==> config.mk <==
export PLATFORM = sky130hd
export DESIGN_NAME = rgb_to_hsv_hsl_converter
export DESIGN_NICKNAME = d
export VERILOG_FILES = /design/src/rtl/rgbhsv_pkg.sv /design/src/rtl/rgbhsv_div.sv /design/src/rtl/rgb_to_hsv_hsl_converter.sv
export SDC_FILE = /design/constraint.sdc
export NUM_CORES = 2
export LEC_CHECK = 0
export CORE_MARGIN = 2
export CORE_UTILIZATION = 35
export DETAILED_ROUTE_END_ITERATION = 6
export DONT_BUFFER_PORTS = 1
export PLACE_DENSITY = 0.46
export SYNTH_ARGS = -nofsm -noshare
export SYNTH_HDL_FRONTEND = slang
export SYNTH_MEMORY_MAX_BITS = 65536
export SYNTH_SLANG_ARGS = --single-unit
==> constraint.sdc <==
create_clock -name clk_i -period 9.4 [get_ports clk_i]
set_clock_uncertainty 0.15 [all_clocks]
set_input_delay 0.94 -clock clk_i [delete_from_list [all_inputs] [get_ports clk_i]]
set_output_delay 0.94 -clock clk_i [all_outputs]
set_load 0.05 [all_outputs]
==> src/rtl/rgbhsv_pkg.sv <==
`default_nettype none
// ----------------------------------------------------------------------------
// rgbhsv_pkg
// Shared types and register codes for the RGB to HSV/HSL converter.
// ----------------------------------------------------------------------------
package rgbhsv_pkg;

  localparam int unsigned ChBits  = 16;
  localparam int unsigned CfgBits = 16;
  localparam int unsigned MinChromaBits = 16;

  typedef enum logic [1:0] {
    MODE_RAW = 2'd0,
    MODE_HSV = 2'd1,
    MODE_HSL = 2'd2,
    MODE_RSV = 2'd3
  } color_mode_e;

  typedef enum logic {
    REG_COLOR_MODE = 1'b0,
    REG_MIN_CHROMA = 1'b1
  } reg_idx_e;

  typedef struct packed {
    logic [ChBits-1:0] red;
    logic [ChBits-1:0] green;
    logic [ChBits-1:0] blue;
  } pixel_t;

  typedef struct packed {
    logic [ChBits-1:0] hue_or_red;
    logic [ChBits-1:0] sat_or_green;
    logic [ChBits-1:0] level_or_blue;
  } result_t;

endpackage
`default_nettype wire

==> src/rtl/rgbhsv_div.sv <==
`default_nettype none
// ----------------------------------------------------------------------------
// rgbhsv_div
// Pipelined restoring divider, one quotient bit per stage:
// quo = floor(num * 2^QB / den), saturated, with a side payload carried along.
// ----------------------------------------------------------------------------
module rgbhsv_div #(
  parameter int unsigned NB = 19,
  parameter int unsigned QB = 16,
  parameter int unsigned PB = 8
) (
  input  wire logic          clk_i,
  input  wire logic          rst_ni,
  input  wire logic          vld_i,
  input  wire logic [NB-1:0] num_i,
  input  wire logic [NB-1:0] den_i,
  input  wire logic [PB-1:0] pay_i,
  output logic               vld_o,
  output logic [QB-1:0]      quo_o,
  output logic [PB-1:0]      pay_o
);

  logic [QB:0]        vld_q;
  logic [NB:0]        rem_q [QB+1];
  logic [NB-1:0]      den_q [QB+1];
  logic [QB-1:0]      quo_q [QB+1];
  logic [QB:0]        sat_q;
  logic [PB-1:0]      pay_q [QB+1];

  always_ff @(posedge clk_i or negedge rst_ni) begin
    if (!rst_ni) begin
      vld_q <= '0;
    end else begin
      vld_q <= {vld_q[QB-1:0], vld_i};
    end
  end

  always_ff @(posedge clk_i) begin
    rem_q[0] <= {1'b0, num_i};
    den_q[0] <= den_i;
    quo_q[0] <= '0;
    sat_q[0] <= (den_i == '0) || (num_i >= den_i);
    pay_q[0] <= pay_i;
  end

  for (genvar s = 0; s < QB; s++) begin : g_stage
    logic [NB+1:0] sh;
    logic          ge;
    assign sh = {rem_q[s], 1'b0};
    assign ge = sh >= {2'b00, den_q[s]};
    always_ff @(posedge clk_i) begin
      rem_q[s+1] <= ge ? (NB+1)'(sh - {2'b00, den_q[s]}) : sh[NB:0];
      den_q[s+1] <= den_q[s];
      quo_q[s+1] <= {quo_q[s][QB-2:0], ge};
      sat_q[s+1] <= sat_q[s];
      pay_q[s+1] <= pay_q[s];
    end
  end

  assign vld_o = vld_q[QB];
  assign quo_o = sat_q[QB] ? '1 : quo_q[QB];
  assign pay_o = pay_q[QB];

endmodule
`default_nettype wire

==> src/rtl/rgb_to_hsv_hsl_converter.sv <==
`default_nettype none
// ----------------------------------------------------------------------------
// rgb_to_hsv_hsl_converter
// RGB pixel to HSV or HSL triple, or raw passthrough, fully pipelined.
// ----------------------------------------------------------------------------
// Every mode takes the same path through the pipeline from start to done_o.
// Throughput: one pixel per cycle; busy is tied low and done_o cannot be held off.
// Depth is set by the two bit-serial divider pipelines in series, one bit per stage.
// Reset clears the valid pipeline and loads color_mode 0, min_chroma 7.
module rgb_to_hsv_hsl_converter #(
  parameter int unsigned CHANNEL_BITS = 16
) (
  input  wire logic                    clk_i,
  input  wire logic                    rst_ni,
  input  wire logic                    start,
  output logic                         busy,
  input  wire logic [CHANNEL_BITS-1:0] red_i,
  input  wire logic [CHANNEL_BITS-1:0] green_i,
  input  wire logic [CHANNEL_BITS-1:0] blue_i,
  output logic                         done_o,
  output logic [CHANNEL_BITS-1:0]      hue_or_red_o,
  output logic [CHANNEL_BITS-1:0]      sat_or_green_o,
  output logic [CHANNEL_BITS-1:0]      level_or_blue_o,
  input  wire logic                    cfg_we_i,
  input  wire logic                    cfg_idx_i,
  input  wire logic [rgbhsv_pkg::CfgBits-1:0] cfg_data_i
);

  localparam int unsigned B  = CHANNEL_BITS;
  localparam int unsigned NB = B + 3;
  localparam int unsigned PB = 3 * B + 2;
  localparam logic [B:0]  One = {1'b1, {B{1'b0}}};

  rgbhsv_pkg::color_mode_e mode_q;
  logic [rgbhsv_pkg::MinChromaBits-1:0] minc_q;
  logic [B-1:0] thr;

  always_ff @(posedge clk_i or negedge rst_ni) begin
    if (!rst_ni) begin
      mode_q <= rgbhsv_pkg::MODE_RAW;
      minc_q <= 16'd7;
    end else if (cfg_we_i) begin
      unique case (cfg_idx_i)
        rgbhsv_pkg::REG_COLOR_MODE: mode_q <= rgbhsv_pkg::color_mode_e'(cfg_data_i[1:0]);
        rgbhsv_pkg::REG_MIN_CHROMA: minc_q <= cfg_data_i;
        default: ;
      endcase
    end
  end

  if (B >= 16) begin : g_thr_up
    assign thr = B'(minc_q) << (B - 16);
  end else begin : g_thr_dn
    assign thr = minc_q[15 -: B];
  end

  assign busy = 1'b0;

  // stage 1: max, min, max channel
  logic         v1_q;
  logic [B-1:0] r1_q, g1_q, b1_q, mx1_q, mn1_q;
  logic [1:0]   sx1_q;
  logic         hsv1_q, hsl1_q;
  logic [B-1:0] mx1_d, mn1_d;
  logic [1:0]   sx1_d;

  always_comb begin
    mx1_d = (red_i > green_i) ? red_i : green_i;
    if (blue_i > mx1_d) mx1_d = blue_i;
    mn1_d = (red_i < green_i) ? red_i : green_i;
    if (blue_i < mn1_d) mn1_d = blue_i;
    if (mx1_d == red_i)        sx1_d = 2'd0;
    else if (mx1_d == green_i) sx1_d = 2'd1;
    else                       sx1_d = 2'd2;
  end

  always_ff @(posedge clk_i or negedge rst_ni) begin
    if (!rst_ni) v1_q <= 1'b0;
    else         v1_q <= start && !busy;
  end

  always_ff @(posedge clk_i) begin
    r1_q <= red_i; g1_q <= green_i; b1_q <= blue_i;
    mx1_q <= mx1_d; mn1_q <= mn1_d; sx1_q <= sx1_d;
    hsv1_q <= mode_q == rgbhsv_pkg::MODE_HSV;
    hsl1_q <= mode_q == rgbhsv_pkg::MODE_HSL;
  end

  // stage 2: chroma, sums, hue numerator, saturation operands
  logic          v2_q;
  logic [NB-1:0] sn2_q, sd2_q, hn2_q, hd2_q;
  logic          sok2_q, hok2_q;
  logic [PB-1:0] pay2_q;
  logic [B-1:0]  c_d;
  logic [B:0]    s_d;
  logic [NB-1:0] hn_d, c6_d;
  logic [NB:0]   hs_d;

  always_comb begin
    c_d  = mx1_q - mn1_q;
    s_d  = {1'b0, mx1_q} + {1'b0, mn1_q};
    c6_d = NB'({c_d, 2'b00}) + NB'({c_d, 1'b0});
    unique case (sx1_q)
      2'd0:    hs_d = (NB+1)'(g1_q) - (NB+1)'(b1_q);
      2'd1:    hs_d = (NB+1)'({c_d, 1'b0}) + (NB+1)'(b1_q) - (NB+1)'(r1_q);
      default: hs_d = (NB+1)'({c_d, 2'b00}) + (NB+1)'(r1_q) - (NB+1)'(g1_q);
    endcase
    hn_d = hs_d[NB] ? NB'(hs_d + (NB+1)'(c6_d)) : hs_d[NB-1:0];
  end

  always_ff @(posedge clk_i or negedge rst_ni) begin
    if (!rst_ni) v2_q <= 1'b0;
    else         v2_q <= v1_q;
  end

  always_ff @(posedge clk_i) begin
    hn2_q <= hn_d;
    hd2_q <= c6_d;
    sn2_q <= NB'(c_d);
    if (hsv1_q) begin
      sd2_q  <= NB'(mx1_q);
      sok2_q <= (mx1_q >= thr) && (mx1_q != '0);
      hok2_q <= 1'b1;
    end else begin
      sd2_q  <= (s_d <= One) ? NB'(s_d) : NB'({One, 1'b0} - (B+2)'(s_d));
      sok2_q <= (c_d >= thr) && (c_d != '0);
      hok2_q <= (c_d >= thr) && (c_d != '0);
    end
    pay2_q <= {hsv1_q, hsl1_q, r1_q, g1_q,
               hsv1_q ? mx1_q : (hsl1_q ? s_d[B:1] : b1_q)};
  end

  // stage 3: saturation divider, then hue divider
  logic          vs_w, vh_w, v4_q;
  logic [B-1:0]  sq_w, hq_w;
  logic [PB-1:0] ps_w, ph_w;
  logic [NB-1:0] hn4_q, hd4_q;
  logic [B-1:0]  sat4_q;
  logic          hok4_q;
  logic [PB-1:0] pay4_q;
  logic [2*NB:0] side_w;
  logic [B-1:0]  sq_fin_w;
  logic          hok_fin_w;

  rgbhsv_div #(.NB(NB), .QB(B), .PB(PB + 2*NB + 1)) u_sdiv (
    .clk_i, .rst_ni,
    .vld_i(v2_q), .num_i(sn2_q), .den_i(sd2_q),
    .pay_i({pay2_q, hn2_q, hd2_q, hok2_q && sok2_q}),
    .vld_o(vs_w), .quo_o(sq_w), .pay_o({ps_w, side_w})
  );

  logic [B-1:0] sat_d;
  logic         hok_d;
  always_comb begin
    sat_d = side_w[0] || (ps_w[PB-1] && (sq_w != '0 || 1'b1)) ? sq_w : '0;
    if (!side_w[0] && !ps_w[PB-1]) sat_d = '0;
    if (ps_w[PB-1]) begin
      // HSV: side bit only says sat valid; recompute from payload gating
      sat_d = side_w[0] ? sq_w : '0;
      hok_d = side_w[0] && (sq_w >= thr);
    end else begin
      hok_d = side_w[0];
    end
  end

  always_ff @(posedge clk_i or negedge rst_ni) begin
    if (!rst_ni) v4_q <= 1'b0;
    else         v4_q <= vs_w;
  end

  always_ff @(posedge clk_i) begin
    hn4_q  <= side_w[2*NB:NB+1];
    hd4_q  <= side_w[NB:1];
    sat4_q <= sat_d;
    hok4_q <= hok_d && (side_w[NB:1] != '0);
    pay4_q <= ps_w;
  end

  rgbhsv_div #(.NB(NB), .QB(B), .PB(PB + B + 1)) u_hdiv (
    .clk_i, .rst_ni,
    .vld_i(v4_q), .num_i(hn4_q), .den_i(hd4_q),
    .pay_i({pay4_q, sat4_q, hok4_q}),
    .vld_o(vh_w), .quo_o(hq_w), .pay_o({ph_w, sq_fin_w, hok_fin_w})
  );

  // output register
  logic         done_q;
  logic [B-1:0] h_q, s_q, l_q;

  always_ff @(posedge clk_i or negedge rst_ni) begin
    if (!rst_ni) done_q <= 1'b0;
    else         done_q <= vh_w;
  end

  always_ff @(posedge clk_i) begin
    if (ph_w[PB-1] || ph_w[PB-2]) begin
      h_q <= hok_fin_w ? hq_w : '0;
      s_q <= sq_fin_w;
    end else begin
      h_q <= ph_w[3*B-1:2*B];
      s_q <= ph_w[2*B-1:B];
    end
    l_q <= ph_w[B-1:0];
  end

  assign done_o = done_q;
  assign hue_or_red_o = h_q;
  assign sat_or_green_o = s_q;
  assign level_or_blue_o = l_q;

`ifndef SYNTHESIS
  a_busy_low: assert property (@(posedge clk_i) disable iff (!rst_ni) !busy)
    else $error("busy asserted");
  a_lat: assert property (@(posedge clk_i) disable iff (!rst_ni)
    v2_q |-> $past(v1_q)) else $error("valid chain broken");
  a_done: assert property (@(posedge clk_i) disable iff (!rst_ni)
    done_o |-> $past(vh_w)) else $error("spurious done");
`endif

endmodule
`default_nettype wire

==> flow_metrics.env <==
export IMPL_critPathTopFamily="compound AO/OA/AOI/OAI gates"
export IMPL_cts_setup_buffers=0
export IMPL_tightest_slew_ns=1.23
export IMPL_die_h_um=631
export IMPL_cts_resized=0
export IMPL_worstHoldPathCells=0
export IMPL_reg2reg_depth=23
export IMPL_dr_total_vias=77400
export IMPL_synth_adder_area_share_pct=8.50
export IMPL_synth_top_family_by_area="compound AO/OA/AOI/OAI gates"
export IMPL_yosysTopAreaCell="dfxtp_1"
export IMPL_critPathMaxStageDelay_ns=0.70
export IMPL_crit_buf_inv=1
export IMPL_critical_path_arrival_ns=7.96
export IMPL_fin_nets=12800
export IMPL_critPathLaunch="mn1_q[3]$_DFF_P_"
export IMPL_critPathLaunchType="register"
export IMPL_numCtsBuffers=451
export IMPL_die_w_um=631
export IMPL_antenna_found_initial=11
export IMPL_status="finished, violations left"
export IMPL_rsz0062_at_grt="false"
export IMPL_synth_compound_area_share_pct=9.51
export IMPL_clock_path_buffers=4
export IMPL_post_route_min_period_ns=7.25
export IMPL_worstReg2RegEnd="hn2_q[18]$_DFF_P_"
export IMPL_synth_distinct_cells=104
export IMPL_wl_um=298000
export IMPL_crit_path_end_kind="register"
export IMPL_cts_sinks=4550
export IMPL_yosysWarnings=0
export IMPL_post_dp_cell_area_um2=144000
export IMPL_final_area_um2=161000
export IMPL_cts_tree="done"
export IMPL_grt_usage_pct=14.7
export IMPL_start_util_pct=35.1
export IMPL_grt_pass1_wl_um=460000
export IMPL_slew_violations=0
export IMPL_synth_xor_area_share_pct=3.49
export IMPL_ys_seq_area_share_pct=66.4
export IMPL_syn_cell_area_um2=138000
export IMPL_detail_route_first_pass_iterations=7
export IMPL_synthSimpleGateAreaFrac_pct=7.14
export IMPL_holdWs_ns=0.0961
export IMPL_drc=4
export IMPL_cap_viol_max_count=0
export IMPL_cp_slowest_cell="o41ai_1"
export IMPL_violations="antenna violations, design-rule violations"
export IMPL_reg2reg_from="mn1_q[3]$_DFF_P_"
export IMPL_final_setup_tns_ns=0
export IMPL_holdBufCountCts=70
export IMPL_ys_async_sr_fraction_pct=1.23
export IMPL_wl_per_cell_um=17.0
export IMPL_hpwl_um=221000
export IMPL_grt_overflow_total=0
export IMPL_setup_viol_count_final=0
export IMPL_max_freq_mhz=138
export IMPL_grt_pass1_vias=79000
export IMPL_synth_area_per_cell_um2=12.0
export IMPL_ys_ff_latch=4550
export IMPL_area_delta_synth_final_pct=16.7
export IMPL_viasPerCell=4.43
export IMPL_fin_cells=17500
export IMPL_hp_class="register to register"
export IMPL_die_area_um2=398000
export IMPL_fp_row_count=230
export IMPL_antenna_left=1
export IMPL_io_buffers=0
export IMPL_critPathCapture="hn2_q[18]$_DFF_P_"
export IMPL_path_depth=23
export IMPL_worstPathMaxFanout=8
export IMPL_cp_cell_sequence="inv_1 > ha_1 > o21a_1 > o31ai_1 > a2111oi_0 > nor2_1 > xnor2_1 > fa_1 > ha_1 > or2_2 > nand2_1 > a31oi_1 > o41ai_1 > xor2_1 > a21boi_0 > ha_1 > and4_1 > a31o_2 > o41ai_1 > o21ai_0 > xnor2_1 > nor2_1 > xnor2_1"
export IMPL_routabilityCongestion=0.846
export IMPL_synth_top_cell_area_share_pct=65.4
export IMPL_reg2reg_slack_ns=2.15
export IMPL_synthMuxAreaShare_pct=1.81
export IMPL_drt_iter0_markers=3987
export IMPL_layout_worst_path_cycle_share_pct=77.2
export IMPL_drive_gt1_share_pct=8.92
export IMPL_relSlewSlack_pct=17.8
export IMPL_clkLatencyLatePin_ns=1.02
export IMPL_synth_top_cells_by_area="dfxtp_1 (65%), ha_1 (7.5%), inv_1 (2.7%), a21oi_1 (2.5%), xnor2_1 (2.0%)"
export IMPL_critical_path_class="register to register"
export IMPL_synth_ff_type="dfxtp_1"
export IMPL_crit_required_ns=10.10
export IMPL_syn_instance_count=11500
export IMPL_synthTopCellsByCount="dfxtp_1 (4,494), inv_1 (981), ha_1 (829), a21oi_1 (690), nor2_1 (563)"
export IMPL_io_pins=119
export IMPL_place_inst=16600
export IMPL_finalHoldViolCount=0
export IMPL_yosys_cell_count_top_type="dfxtp_1"
export IMPL_grt_max_degree=57
export IMPL_clkTransAtPathRegs_ns=0.07
export IMPL_synth_edf_count=0
export IMPL_cts_max_level=5
export IMPL_cts_root_buf="clkbuf_16"
export IMPL_core_um2=392000
layout by cell type, fill, tap and decap left out, types with 27 or more instances in the layout:
| cell | count |
|---|---|
| a21boi_0 | 27 |
| nor2_1 | 562 |
| nor4_1 | 51 |
| mux2i_1 | 43 |
| dfrtp_1 | 53 |
| o21ai_0 | 524 |
| bufinv_16 | 44 |
| xnor2_1 | 309 |
| fa_1 | 66 |
| xor2_1 | 237 |
| clkinv_2 | 73 |
| o31ai_1 | 62 |
| clkbuf_1 | 94 |
| nand3_1 | 107 |
| dlygate4sd3_1 | 69 |
| mux2_2 | 182 |
| o211ai_1 | 39 |
| inv_1 | 981 |
| a31oi_1 | 60 |
| or3_1 | 76 |
| clkbuf_16 | 457 |
| nor3_1 | 141 |
| and2_1 | 59 |
| o21bai_1 | 55 |
| or2_2 | 54 |
| nor2b_1 | 123 |
| ha_1 | 829 |
| nand2_1 | 480 |
| a21oi_1 | 688 |
| clkbuf_8 | 102 |
| nand4_1 | 104 |
| a211oi_1 | 84 |
| nand2b_1 | 119 |
| a21o_1 | 184 |
| o21a_1 | 95 |
| buf_4 | 47 |
| dfxtp_1 | 4494 |
| and3_1 | 44 |
flip-flops by register name (all words and copies together) (netlist names), 19 cells and up:
register / flops
u_hdiv.rem_q: 304
u_hdiv.pay_q: 1139
u_sdiv.quo_q: 136
hn4_q: 19
u_sdiv.pay_q: 1495
pay2_q: 50
u_sdiv.rem_q: 316
u_sdiv.den_q: 288
u_hdiv.den_q: 288
pay4_q: 50
u_hdiv.quo_q: 136
hn2_q: 19
kinds of logic after synthesis:
logic type               count (synthesis)
XOR/XNOR                               547
buffers and inverters                 1136
multiplexers                           226
other                                    1
flip-flops                            4550
adder cells (fa/ha/maj)                895
AO/OA/AOI/OAI                         2101
AND/OR/NAND/NOR                       2009
routing by layer:
metal / global-route usage, % / routed length (µm) / up-vias
li1: - / - / 39400
met4: 4.68 / 9080 / 2
met1: 19.0 / 138000 / 36200
met3: 2.59 / 12400 / 535
met2: 24.8 / 138000 / 1349
met5: 0 / 13 / -
final cells by class:
| cell class | count | area, µm² |
|---|---|---|
| diodes | 11 | 27.5 |
| clock buffers | 653 | 13200 |
| clock inverters | 183 | 2710 |
| fillers | 36900 | 231000 |
| inverters | 983 | 3690 |
| multi-input cells | 5780 | 42000 |
| flip-flops and latches | 4550 | 91400 |
| well taps | 5220 | 6530 |
| repair buffers | 117 | 1070 |
metrics by stage:
| step | util, % | setup slack (ns) |
|---|---|---|
| after floorplan | - | 3.37 |
| after global placement | 36.7 | 2.06 |
| after detailed placement | 36.7 | 2.04 |
| after CTS | 41.0 | 2.12 |
| after global routing | 41.0 | 1.83 |
| final | 41.0 | 2.15 |
worst min-delay path by stage:
stage | from | slack, ns | end
finish | hd2_q[7]$_DFF_P_ | 0.1 | u_sdiv.pay_q[0][8]$_DFF_P_
global route | green_i[1] | 0.05 | mn1_q[1]$_DFF_P_
CTS | green_i[4] | 0.002 | mn1_q[4]$_DFF_P_
detailed placement | u_sdiv.pay_q[0][137]$_DFF_P_ | 0.16 | u_sdiv.pay_q[0][226]$_DFF_P_
global placement | u_hdiv.pay_q[6][30]$_DFF_P_ | 0.16 | u_hdiv.pay_q[6][97]$_DFF_P_
floorplan | u_sdiv.pay_q[0][1444]$_DFF_P_ | 0.16 | hn4_q[0]$_DFF_P_
Power is not shown: default switching activity piles up to over one toggle a cycle in this logic, so the estimate is an artifact.
